<file path="src/hdl/kcl_pkg.sv">
package kcl_pkg;

	typedef enum logic [1:0] {
		MODE_TICK    = 2'd0,
		MODE_PRESS   = 2'd1,
		MODE_RELEASE = 2'd2
	} mode_t;

	typedef enum logic [1:0] {
		PH_IDLE   = 2'd0,
		PH_LOGIN  = 2'd1,
		PH_SELECT = 2'd2,
		PH_PARAM  = 2'd3
	} phase_t;

	typedef enum logic [3:0] {
		CMD_NONE          = 4'd0,
		CMD_OPEN          = 4'd1,
		CMD_ENROLL        = 4'd2,
		CMD_SET_OPEN_CODE = 4'd3,
		CMD_DELETE_USER   = 4'd4,
		CMD_DELETE_ALL    = 4'd5,
		CMD_SET_DELAY     = 4'd6,
		CMD_RESTORE       = 4'd7,
		CMD_SET_ADMIN     = 4'd8,
		CMD_CANCEL_ENROLL = 4'd9
	} cmd_t;

	localparam logic [3:0] FN_ENROLL     = 4'd1;
	localparam logic [3:0] FN_SET_CODE   = 4'd2;
	localparam logic [3:0] FN_DEL_USER   = 4'd3;
	localparam logic [3:0] FN_DEL_ALL    = 4'd4;
	localparam logic [3:0] FN_DELAY      = 4'd5;
	localparam logic [3:0] FN_RESTORE    = 4'd6;
	localparam logic [3:0] FN_SET_ADMIN  = 4'd9;

	localparam logic [3:0] DIGIT_POUND   = 4'd10;
	localparam int         BUF_DIGITS    = 6;
	localparam int         BUF_W         = 4 * BUF_DIGITS;
	localparam int         NUM_W         = 20;

	localparam logic [1:0] REG_OPEN_CODE = 2'd0;
	localparam logic [1:0] REG_ADMIN     = 2'd1;
	localparam logic [1:0] REG_TIMEOUT   = 2'd2;
	localparam logic [1:0] REG_LONG_PRESS = 2'd3;

	typedef struct packed {
		logic       hit;
		logic [3:0] digit;
	} key_t;

	typedef struct packed {
		cmd_t             command;
		logic [BUF_W-1:0] digits;
		logic [2:0]       count;
		phase_t           phase;
	} kcl_result_t;

	function automatic key_t map_key(logic [9:0] code);
		key_t k;
		k.hit = 1'b1;
		case (code)
			10'd115: k.digit = 4'd0;
			10'd114: k.digit = 4'd1;
			10'd139: k.digit = 4'd2;
			10'd128: k.digit = 4'd3;
			10'd28:  k.digit = 4'd4;
			10'd112: k.digit = 4'd5;
			10'd6:   k.digit = 4'd6;
			10'd7:   k.digit = 4'd7;
			10'd8:   k.digit = 4'd8;
			10'd9:   k.digit = 4'd9;
			10'd102: k.digit = DIGIT_POUND;
			default: begin
				k.hit   = 1'b0;
				k.digit = 4'd0;
			end
		endcase
		return k;
	endfunction

	function automatic logic [7:0] sat_inc(logic [7:0] v);
		return (v == 8'hFF) ? v : v + 8'd1;
	endfunction

endpackage

</file>
<file path="src/hdl/kcl_core.sv">
module kcl_core #(
	parameter int MAX_DIGITS = 6
) (
	input  logic                 clk,
	input  logic                 arst_n,
	input  logic                 take,
	input  logic                 advance,
	input  logic [1:0]           mode,
	input  logic [9:0]           key_code,
	input  logic [15:0]          open_code,
	input  logic [23:0]          admin_code,
	input  logic [7:0]           idle_timeout_s,
	input  logic [7:0]           long_press_s,
	output logic                 valid_s2,
	output kcl_pkg::kcl_result_t res_s2
);
	import kcl_pkg::*;

	localparam int CW = $clog2(MAX_DIGITS + 1);

	phase_t           phase_q, ph;
	logic [3:0]       func_q, fn;
	logic [BUF_W-1:0] ebuf_q, ebuf;
	logic [CW-1:0]    cnt_q, cnt;
	logic [7:0]       sec_q, sec;
	logic             pflag_q, pflag;
	logic [7:0]       psec_q, psec;
	kcl_result_t      res;
	key_t             key;
	logic             done;

	always_comb begin
		ph    = phase_q;
		fn    = func_q;
		ebuf  = ebuf_q;
		cnt   = cnt_q;
		sec   = sec_q;
		pflag = pflag_q;
		psec  = psec_q;
		done  = 1'b0;
		key   = map_key(key_code);
		res.command = CMD_NONE;
		res.digits  = '0;
		res.count   = '0;
		case (mode_t'(mode))
			MODE_TICK: begin
				sec = sat_inc(sec);
				if (pflag) begin
					psec = sat_inc(psec);
				end
				if (ph != PH_IDLE && sec > idle_timeout_s) begin
					ebuf = '0;
					cnt  = '0;
					ph   = PH_IDLE;
					fn   = '0;
				end
			end
			MODE_PRESS: begin
				if (key.hit) begin
					if (sec > idle_timeout_s) begin
						ebuf = '0;
						cnt  = '0;
						ph   = PH_IDLE;
					end
					sec = '0;
					if (ph == PH_SELECT) begin
						fn   = key.digit;
						ebuf = '0;
						cnt  = '0;
						ph   = PH_PARAM;
					end else if (cnt < CW'(MAX_DIGITS)) begin
						ebuf = {ebuf[BUF_W-5:0], key.digit};
						cnt  = cnt + CW'(1);
					end
					case (ph)
						PH_IDLE: begin
							if (cnt == CW'(4)) begin
								if (ebuf == {8'h00, open_code}) begin
									res.command = CMD_OPEN;
								end
								done = 1'b1;
							end
						end
						PH_LOGIN: begin
							if (cnt == CW'(6)) begin
								if (ebuf == admin_code) begin
									ph = PH_SELECT;
								end
								done = 1'b1;
							end
						end
						PH_PARAM: begin
							case (fn)
								FN_ENROLL: begin
									if (cnt == CW'(3)) begin
										res.command = CMD_ENROLL;
										done = 1'b1;
									end
								end
								FN_SET_CODE: begin
									if (cnt == CW'(4)) begin
										res.command = CMD_SET_OPEN_CODE;
										done = 1'b1;
									end
								end
								FN_DEL_USER: begin
									if (cnt == CW'(3)) begin
										res.command = CMD_DELETE_USER;
										done = 1'b1;
									end
								end
								FN_DEL_ALL: begin
									if (cnt == CW'(6)) begin
										if (ebuf == admin_code) begin
											res.command = CMD_DELETE_ALL;
										end
										done = 1'b1;
									end
								end
								FN_DELAY: begin
									if (cnt == CW'(2)) begin
										res.command = CMD_SET_DELAY;
										done = 1'b1;
									end
								end
								FN_RESTORE: begin
									if (cnt == CW'(6)) begin
										if (ebuf == admin_code) begin
											res.command = CMD_RESTORE;
										end
										done = 1'b1;
									end
								end
								FN_SET_ADMIN: begin
									if (cnt == CW'(6)) begin
										res.command = CMD_SET_ADMIN;
										done = 1'b1;
									end
								end
								default: ;
							endcase
						end
						default: ;
					endcase
					if (res.command != CMD_NONE) begin
						res.digits = ebuf;
						res.count  = (cnt > CW'(6)) ? 3'd6 : 3'(cnt);
					end
					if (done) begin
						ebuf = '0;
						cnt  = '0;
					end
					if (key.digit == DIGIT_POUND) begin
						pflag = 1'b1;
						psec  = '0;
					end
				end
			end
			MODE_RELEASE: begin
				if (key.hit && key.digit == DIGIT_POUND && pflag) begin
					if (ph != PH_IDLE) begin
						ph = PH_IDLE;
						if (fn == FN_ENROLL) begin
							res.command = CMD_CANCEL_ENROLL;
						end
					end else if (psec >= long_press_s) begin
						ph = PH_LOGIN;
					end
					ebuf  = '0;
					cnt   = '0;
					fn    = '0;
					pflag = 1'b0;
				end
			end
			default: ;
		endcase
		res.phase = ph;
	end

	always_ff @(posedge clk or negedge arst_n) begin
		if (!arst_n) begin
			phase_q  <= PH_IDLE;
			func_q   <= '0;
			ebuf_q   <= '0;
			cnt_q    <= '0;
			sec_q    <= 8'hFF;
			pflag_q  <= 1'b0;
			psec_q   <= '0;
			valid_s2 <= 1'b0;
		end else begin
			if (take) begin
				phase_q <= ph;
				func_q  <= fn;
				ebuf_q  <= ebuf;
				cnt_q   <= cnt;
				sec_q   <= sec;
				pflag_q <= pflag;
				psec_q  <= psec;
			end
			if (!valid_s2 || advance) begin
				valid_s2 <= take;
			end
		end
	end

	always_ff @(posedge clk) begin
		if (take) begin
			res_s2 <= res;
		end
	end

`ifndef ASSERT_OFF
	a_cnt_bound: assert property (@(posedge clk) disable iff (!arst_n)
		cnt_q <= CW'(MAX_DIGITS))
		else $error("digit count beyond limit");

	a_select_empty: assert property (@(posedge clk) disable iff (!arst_n)
		phase_q == PH_SELECT |-> cnt_q == '0 && ebuf_q == '0)
		else $error("function select with pending digits");

	a_none_zero: assert property (@(posedge clk) disable iff (!arst_n)
		valid_s2 && res_s2.command == CMD_NONE |-> res_s2.digits == '0 && res_s2.count == '0)
		else $error("no command but digits reported");

	a_open_idle: assert property (@(posedge clk) disable iff (!arst_n)
		valid_s2 && res_s2.command == CMD_OPEN |-> res_s2.phase == PH_IDLE)
		else $error("open command outside idle");
`endif

endmodule

</file>
<file path="src/hdl/kcl_number.sv">
module kcl_number (
	input  logic                 clk,
	input  logic                 arst_n,
	input  logic                 advance,
	input  logic                 valid_s2,
	input  kcl_pkg::kcl_result_t res_s2,
	output logic                 out_valid,
	output logic [3:0]           command,
	output logic [23:0]          entered_digits,
	output logic [19:0]          entered_number,
	output logic [1:0]           phase
);
	import kcl_pkg::*;

	logic [BUF_W-1:0] aligned;
	logic [NUM_W-1:0] num;
	logic [3:0]       nib;
	logic             stop;

	always_comb begin
		aligned = res_s2.digits << {3'(3'd6 - res_s2.count), 2'b00};
		num     = '0;
		stop    = 1'b0;
		nib     = '0;
		for (int i = 0; i < BUF_DIGITS; i++) begin
			nib = aligned[BUF_W-1-4*i -: 4];
			if (3'(i) < res_s2.count && !stop) begin
				if (nib > 4'd9) begin
					stop = 1'b1;
				end else begin
					num = (num << 3) + (num << 1) + NUM_W'(nib);
				end
			end
		end
	end

	always_ff @(posedge clk or negedge arst_n) begin
		if (!arst_n) begin
			out_valid <= 1'b0;
		end else if (advance) begin
			out_valid <= valid_s2;
		end
	end

	always_ff @(posedge clk) begin
		if (advance && valid_s2) begin
			command        <= res_s2.command;
			entered_digits <= res_s2.digits;
			entered_number <= num;
			phase          <= res_s2.phase;
		end
	end

endmodule

</file>
<file path="src/hdl/keypad_code_lock_controller.sv">
// Keypad code lock controller. Each input transaction is a one-second tick,
// a key press or a key release, and every input transaction yields exactly one
// output transaction carrying the command (none, open, enroll, set code, ...),
// the digits that led to it, their decimal value and the phase after the
// event. An event enters an input register when it is accepted; when the
// core takes it, it updates the lock state and its result is registered,
// and the result then moves to the output register. One event is accepted
// every cycle while the output side keeps taking results. Registers sit on
// the APB port at byte addresses 0 (open code), 4 (admin code), 8 (idle timeout)
// and 12 (long press time) and may only be written while no transaction is in flight.
module keypad_code_lock_controller #(
	parameter int MAX_DIGITS = 6
) (
	input  logic        clk,
	input  logic        arst_n,
	input  logic        in_valid,
	output logic        in_stall,
	input  logic [1:0]  mode,
	input  logic [9:0]  key_code,
	output logic        out_valid,
	input  logic        out_stall,
	output logic [3:0]  command,
	output logic [23:0] entered_digits,
	output logic [19:0] entered_number,
	output logic [1:0]  phase,
	input  logic        psel,
	input  logic        penable,
	input  logic        pwrite,
	input  logic [3:0]  paddr,
	input  logic [31:0] pwdata,
	output logic [31:0] prdata,
	output logic        pready
);
	import kcl_pkg::*;

	logic        valid_s1;
	logic [1:0]  mode_s1;
	logic [9:0]  key_s1;
	logic        valid_s2;
	kcl_result_t res_s2;
	logic        advance;
	logic        s2_free;
	logic        take;
	logic        in_acc;
	logic [15:0] open_code_q;
	logic [23:0] admin_code_q;
	logic [7:0]  timeout_q;
	logic [7:0]  long_press_q;

	assign pready   = 1'b1;
	assign advance  = !out_valid || !out_stall;
	assign s2_free  = !valid_s2 || advance;
	assign take     = valid_s1 && s2_free;
	assign in_stall = valid_s1 && !s2_free;
	assign in_acc   = in_valid && !in_stall;

	always_ff @(posedge clk or negedge arst_n) begin
		if (!arst_n) begin
			valid_s1 <= 1'b0;
		end else begin
			valid_s1 <= in_acc || (valid_s1 && !take);
		end
	end

	always_ff @(posedge clk) begin
		if (in_acc) begin
			mode_s1 <= mode;
			key_s1  <= key_code;
		end
	end

	// register file
	always_ff @(posedge clk or negedge arst_n) begin
		if (!arst_n) begin
			open_code_q  <= '0;
			admin_code_q <= '0;
			timeout_q    <= 8'd10;
			long_press_q <= 8'd1;
		end else if (psel && penable && pwrite && pready) begin
			case (paddr[3:2])
				REG_OPEN_CODE:  open_code_q  <= pwdata[15:0];
				REG_ADMIN:      admin_code_q <= pwdata[23:0];
				REG_TIMEOUT:    timeout_q    <= pwdata[7:0];
				REG_LONG_PRESS: long_press_q <= pwdata[7:0];
				default: ;
			endcase
		end
	end

	always_comb begin
		case (paddr[3:2])
			REG_OPEN_CODE:  prdata = {16'h0000, open_code_q};
			REG_ADMIN:      prdata = {8'h00, admin_code_q};
			REG_TIMEOUT:    prdata = {24'h000000, timeout_q};
			REG_LONG_PRESS: prdata = {24'h000000, long_press_q};
			default:        prdata = '0;
		endcase
	end

	kcl_core #(
		.MAX_DIGITS(MAX_DIGITS)
	) u_core (
		.clk           (clk),
		.arst_n        (arst_n),
		.take          (take),
		.advance       (advance),
		.mode          (mode_s1),
		.key_code      (key_s1),
		.open_code     (open_code_q),
		.admin_code    (admin_code_q),
		.idle_timeout_s(timeout_q),
		.long_press_s  (long_press_q),
		.valid_s2      (valid_s2),
		.res_s2        (res_s2)
	);

	kcl_number u_number (
		.clk           (clk),
		.arst_n        (arst_n),
		.advance       (advance),
		.valid_s2      (valid_s2),
		.res_s2        (res_s2),
		.out_valid     (out_valid),
		.command       (command),
		.entered_digits(entered_digits),
		.entered_number(entered_number),
		.phase         (phase)
	);

endmodule

</file>
<file path="config.mk">
export PLATFORM = sky130hd
export DESIGN_NAME = keypad_code_lock_controller
export DESIGN_NICKNAME = d
export VERILOG_FILES = /design/src/hdl/kcl_pkg.sv /design/src/hdl/kcl_core.sv /design/src/hdl/kcl_number.sv /design/src/hdl/keypad_code_lock_controller.sv
export SDC_FILE = /design/constraint.sdc
export NUM_CORES = 1
export LEC_CHECK = 0
export CORE_MARGIN = 4
export CORE_UTILIZATION = 55
export DETAILED_ROUTE_END_ITERATION = 8
export DONT_BUFFER_PORTS = 1
export PLACE_DENSITY = 0.7
export SLEW_MARGIN = 20
export SYNTH_ARGS = -nofsm -noshare
export SYNTH_HDL_FRONTEND = slang
export SYNTH_HIERARCHICAL = 1
export SYNTH_SLANG_ARGS = --single-unit
</file>
<file path="constraint.sdc">
create_clock -name clk -period 11.7 [get_ports clk]
set_input_delay 1.755 -clock clk [delete_from_list [all_inputs] [get_ports clk]]
set_output_delay 1.755 -clock clk [all_outputs]
set_load 0.05 [all_outputs]
</file>
Word-level counts from Yosys, hierarchy flattened

Index checks and enable logic that the tools add are counted.

Logic and storage cells: 263
Bits of input ports: 55
Bits in registers: 204
Output and inout bits: 85

Bitwise gates (word level): 3
Shifts and indexed selects: 1
Magnitude comparators: 17
Mux-type cells: 111
$add $sub $neg: 14
Equality and inequality tests: 42
Reduce and logical (&&, ||, !) cells: 50

Operators with widths:

| kind                                                 | number |
|---|---|
| 2-to-1 mux 24 bit                                    | 9 |
| 2-to-1 mux 20 bit                                    | 10 |
| one-hot mux 32 bit (4 select lines)                  | 1 |
| adder 20 bit                                         | 5 |
| adder 20 x 4 -> 20 bit                               | 5 |
| one-hot mux 24 bit (3 select lines)                  | 1 |
| 2-to-1 mux 4 bit                                     | 17 |
| 2-to-1 mux 3 bit                                     | 16 |
| 2-to-1 mux 8 bit                                     | 6 |
| equality test 10 x 7 -> 1 bit, second input constant | 4 |
| one-hot mux 4 bit (10 select lines)                  | 1 |
| 2-to-1 mux 2 bit                                     | 16 |
| one-hot mux 8 bit (2 select lines)                   | 2 |
| 2-to-1 mux 31 bit                                    | 1 |
| one-hot mux 4 bit (7 select lines)                   | 1 |
| 2-to-1 mux 27 bit                                    | 1 |
| equality test 24 x 16 -> 1 bit                       | 1 |
| equality test 24 bit                                 | 1 |
| greater-than comparator 4 bit, second input constant | 6 |
| << shifter 24 x 5 -> 24 bit                          | 1 |
| 2-to-1 mux 1 bit                                     | 21 |
| equality test 10 x 3 -> 1 bit, second input constant | 2 |
| equality test 10 x 4 -> 1 bit, second input constant | 2 |
| equality test 10 x 8 -> 1 bit, second input constant | 2 |
| other kinds (45)                                     | 106 |

Depth between registers and ports, before layout

Depth after elaboration: 25
Gate-level depth with buffers: 49
Depth with buffers taken out: 47

By module

The synthesis kept the hierarchy.

Modules (own cells, without submodules):

| module                      | area each (µm²) | seq. area each (µm²) | times used | cells an instance |
|---|---|---|---|---|
| kcl_number                  | 6,744.0         | 1,526.5              | 1          | 730 |
| kcl_core                    | 6,448.7         | 2,277.2              | 1          | 724 |
| keypad_code_lock_controller | 3,148.0         | 1,790.5              | 1          | 192 |

Worst setup path before layout

OpenSTA, ideal clock, no wires.

Kind: register to register
From: register, netlist name u_core/res_s2[2]
To: register u_number.entered_number[19] (data pin)
Data required time: 11.445 ns
Stages on the path, launching flop included: 47
Path slack: 1.262 ns
Buffers on the path: 3
Setup time: 0.255 ns
Data arrival time: 10.182 ns
Clock period less this slack: 10.438 ns
Path through: edfxtp_1 > ha_1 > buf_1 > buf_2 > buf_1 > mux2_2 > a21oi_1 > a21oi_1 > ha_1 > ha_1 > fa_1 > nand2_1 > nand2_1 > ha_1 > ha_1 > nor2b_1 > o21ai_0 > a21boi_0 > [... 11 more ...] > ha_1 > and3_1 > nand3_1 > nand2_1 > a41oi_1 > nand2b_1 > xor2_1 > and2_1 > or2_2 > ha_1 > ha_1 > nand3_1 > nand2_1 > a41o_1 > o41a_1 > xor2_1 > a21o_1 > a31o_1

Longest elaborated chain between the ends: 25
Elaborated cells on any way between the ends: 56
Classes of those cells: 11 x add/sub; 12 x order compare; 1 x shift; 22 x mux; 10 x reduce/logical

Ends and longest elaborated chain:

| what                          | line             | RTL |
|---|---|---|
| subtractor 3 bit              | kcl_number.sv:21 | `aligned = res_s2.digits << {3'(3'd6 - res_s2.count), 2'b00};` |
| << shifter 24 x 5 -> 24 bit   | kcl_number.sv:21 |  |
| greater-than comparator 4 bit | kcl_number.sv:28 | `if (nib > 4'd9) begin` |
| 2-to-1 mux 4 bit              | kcl_number.sv:28 |  |
| 2-to-1 mux 4 bit              | kcl_number.sv:27 | `if (3'(i) < res_s2.count && !stop) begin` |
| adder 20 bit                  | kcl_number.sv:31 | `num = (num << 3) + (num << 1) + NUM_W'(nib);` |
| adder 20 x 4 -> 20 bit        | kcl_number.sv:31 |  |
| 2-to-1 mux 20 bit             | kcl_number.sv:28 |  |
| [... 10 more ...]             | n/a              |  |
| adder 20 x 4 -> 20 bit        | kcl_number.sv:31 |  |
| 2-to-1 mux 20 bit             | kcl_number.sv:28 |  |
| 2-to-1 mux 20 bit             | kcl_number.sv:27 |  |
| adder 20 bit                  | kcl_number.sv:31 |  |
| adder 20 x 4 -> 20 bit        | kcl_number.sv:31 |  |
| 2-to-1 mux 20 bit             | kcl_number.sv:28 |  |
| 2-to-1 mux 20 bit (*)         | kcl_number.sv:27 |  |
| via u_number.num[19]          | kcl_number.sv:16 | `logic [NUM_W-1:0] num;` |
| end signal: assignment        | kcl_number.sv:49 | `entered_number <= num;` |
| end: declaration              | kcl_number.sv:10 | `output logic [19:0] entered_number,` |

The timed path passes the listed nets; every way through them passes the cells marked *.
A chain may end at the register's enable or synchronous reset.

Final worst setup path

From: register, netlist name u_core/res_s2[3]
To: register u_number.entered_number[19] (data pin)

Longest elaborated chain between the ends: 25
Elaborated cells on any way between the ends: 56
Classes of those cells: 11 x add/sub; 12 x order compare; 1 x shift; 22 x mux; 10 x reduce/logical

Ends and longest elaborated chain:

| what                          | line |
|---|---|
| subtractor 3 bit              | kcl_number.sv:21 |
| << shifter 24 x 5 -> 24 bit   | kcl_number.sv:21 |
| greater-than comparator 4 bit | kcl_number.sv:28 |
| 2-to-1 mux 4 bit              | kcl_number.sv:28 |
| 2-to-1 mux 4 bit              | kcl_number.sv:27 |
| adder 20 bit                  | kcl_number.sv:31 |
| adder 20 x 4 -> 20 bit        | kcl_number.sv:31 |
| 2-to-1 mux 20 bit             | kcl_number.sv:28 |
| [... 10 more ...]             | n/a |
| adder 20 x 4 -> 20 bit        | kcl_number.sv:31 |
| 2-to-1 mux 20 bit             | kcl_number.sv:28 |
| 2-to-1 mux 20 bit             | kcl_number.sv:27 |
| adder 20 bit                  | kcl_number.sv:31 |
| adder 20 x 4 -> 20 bit        | kcl_number.sv:31 |
| 2-to-1 mux 20 bit             | kcl_number.sv:28 |
| 2-to-1 mux 20 bit (*)         | kcl_number.sv:27 |
| via u_number.num[19]          | kcl_number.sv:16 |

Marks and branches as above.

==> results.cfg <==
[cells_and_area]
mostFrequentLayoutCell = nand2_1
fill_cells = 2468
final_util = 0.602
drive_gt1_frac = 0.144
final_cells = 2028
final_net_count = 1825
layout_common_cells = 150 x nand2_1, 136 x ha_1, 106 x nor2_1
diodes = 0
syn_to_final_growth_pct = 6.96

[synthesis]
synth_top_area_frac = 0.175
synthTopCellsByArea = edfxtp_1 17%, dfrtp_1 15%, ha_1 10%
synth_seq_cells = 204
syn_avg_cell_area_sq_um = 9.93
synth-edff-count = 95
syn_area_sq_um = 16300
synth_cell_types = 116
synth_cells = 1646
ys_seq_area_frac = 0.342
async_flop_share = 0.534
ys.flop_type = dfrtp_1
yosysWarnings = 6
synth_top_area_cell = edfxtp_1

[die]
die_x_microns = 180
die_area_sq_um = 32500
rows = 62
ios = 140
coreArea_sq_um = 29000
initial_core_util = 0.563
die_y_microns = 180

[setup_path]
crit_fanout = 25
end_kind = flop
crit_buf_inv = 3
crit_family = adder cells
required_ps = 11990
r2r_start = u_core/res_s2[3]$_SDFFCE_PN0P_
crit_path_start = u_core/res_s2[3]$_SDFFCE_PN0P_
path_class = flop to flop
critPathMostFrequentCell = ha_1
critPathMaxStageDelay_ps = 500
critPathLaunchType = flop
worst_ep_arrival_time_ps = 11290
cpMaxStageDelayCell = edfxtp_1

[clock_network]
cts_setup_buffers = 0
cts_buffers = 25
htreeDepth = 1
root_buffer = clkbuf_16
clk_pin_slew_worst_paths_ps = 60
cts_tree = yes
cts.sinks = 204
worstSkewPairLatency_ps = 540
cts_buffer_depth = 3

[global_routing]
grt_usage = 0.252
first_global_vias = 12462
antenna_found_initial = 0
grt-ovfl-total = 0
grt_max_degree = 110
grt_pass1_wl_microns = 67600

[hold_path]
min_path_type = flop to flop
hp-start = u_core/res_s2[1]$_DFFE_PP_

[detailed_routing]
via_per_inst = 6.36
wl_met3_microns = 2440
vias = 12904
routedWlPerCell_microns = 20.8
first_iter_violations = 927
drt-total-wl_microns = 42200
route.met2.wl_microns = 20900
wl_met1_microns = 17700
top_layer = met4
drt_pass1_iterations = 8
drc = 0
postRouteAntennaNets = 0

[power_and_ir_drop]
worst_ir_drop_vdd_mv = 0.135
p_leak_nw = 7.61
cellPowerDensity_nw_per_um2 = 236

[sta]
worstMarginPinSlew_ps = 938
min_period_ps = 11000
setup_violations = 0
fmax_mhz = 90.9
final.setup_skew_ps = 9.91
drv_slew = 0
fin_tns_setup_ps = 0
rsz0062_at_grt = no
timing_hold_violations_final = 0
finalHoldWorstSlack_ps = 418
relSlewSlack = 0.372
fin_ws_ps = 704
fin_crit_sh = 0.940

[placed_design]
pre_cts_slack_ps = 604
hpwl_microns = 31700
post-place-cells = 1982
gp_congestion = 0.936
io_buffers = 0

[status]
outcome = completed

[flow_run]
maxCapViolCount = 0
==> cells in the mapped netlist (7+ instances only) <==
cell type	number
nand2_1	150
ha_1	136
nor2_1	106
dfrtp_1	98
edfxtp_1	95
inv_1	82
a21oi_1	78
o21ai_0	71
mux2_2	68
mux2i_1	48
nor3_1	44
xnor2_1	42
nand3_1	38
a21o_1	33
xor2_1	31
and2_1	27
nor4_1	26
clkbuf_1	25
mux2_4	24
buf_2	23
a31oi_1	22
and3_1	17
a22o_1	16
nand2b_1	16
o31ai_1	16
buf_4	15
nand4_1	13
or3_1	13
mux4_2	12
nor2b_1	12
o21a_1	12
a211oi_1	11
dfstp_2	11
or2_2	11
fa_1	9
nand3b_1	9
nor4b_1	9
a221o_1	7
o2111ai_1	7
o31ai_2	7
==> cells by family after synthesis <==
group	after synthesis	synth area share
AO/OA/AOI/OAI	373	0.164
adder cells (fa/ha/maj)	145	0.115
flip-flops	204	0.342
buffers and inverters	159	0.0467
multiplexers	159	0.123
XOR/XNOR	75	0.0415
AND/OR/NAND/NOR	529	0.167
other	2	0.000460
==> worst paths after layout <==
path	endpoint	slack, ps	depth (start not counted)
min	u_number/phase[1]$_DFFE_PP_	420	0
max in group asynchronous	u_core/sec_q[5]$_DFFE_PN1P_	10550	0
max reg2reg	u_number/entered_number[19]$_DFFE_PP_	700	45
max	u_number/entered_number[19]$_DFFE_PP_	700	45
min reg2reg	u_number/phase[1]$_DFFE_PP_	420	0
min in group asynchronous	open_code_q[12]$_DFFE_PN0P_	900	0
==> power breakdown <==
part | switching, mW | internal [mW] | total, mW
combinational | 1.15 | 0.842 | 1.99
sequential | 0.347 | 0.946 | 1.29
clock | 0.311 | 0.525 | 0.836
==> through the flow <==
step	area [sq um]	power, mW
finish	17500	4.12
global placement	16600	3.20
detailed placement	16600	3.28
floorplan	16400	2.84
global route	17500	4.43
CTS	17500	4.13
==> area by class of cell <==
| type | count | area, sq um | area share |
|---|---|---|---|
| Sequential cell | 204 | 5590 | 0.320 |
| Inverter | 83 | 312 | 0.0178 |
| Clock buffer | 37 | 732 | 0.0419 |
| Timing Repair Buffer | 21 | 158 | 0.00902 |
| Multi-Input combinational cell | 1290 | 10000 | 0.574 |
| Tap cell | 384 | 480 | 0.0275 |
| Clock inverter | 9 | 169 | 0.00966 |
==> registers in the layout (all words and copies together), names as in the netlist <==
signal	count
u_core/res_s2	33
admin_code_q	24
u_core/ebuf_q	24
u_number/entered_digits	24
u_number/entered_number	20
open_code_q	16
key_s1	10
long_press_q	8
timeout_q	8
u_core/psec_q	8
u_core/sec_q	8
u_core/func_q	4
u_number/command	4
u_core/cnt_q	3
mode_s1	2
u_core/phase_q	2
u_number/phase	2
u_core/pflag_q	1
u_core/valid_s2	1
u_number/out_valid	1
valid_s1	1
==> per-layer routing <==
metal | global-route usage | vias to the layer above
li1 | - | 6107
met1 | 0.326 | 6274
met2 | 0.440 | 446
met3 | 0.0373 | 77
met4 | 0.0738 | 0
met5 | 0 | -
==> repair_timing <==
| action | in CTS | in global routing |
|---|---|---|
| hold buffers | 0 | 0 |
| gates resized for setup | 0 | 3 |
| endpoints found under the setup margin | 0 | 1 |
No activity file was read; power rests on OpenSTA's default activity.
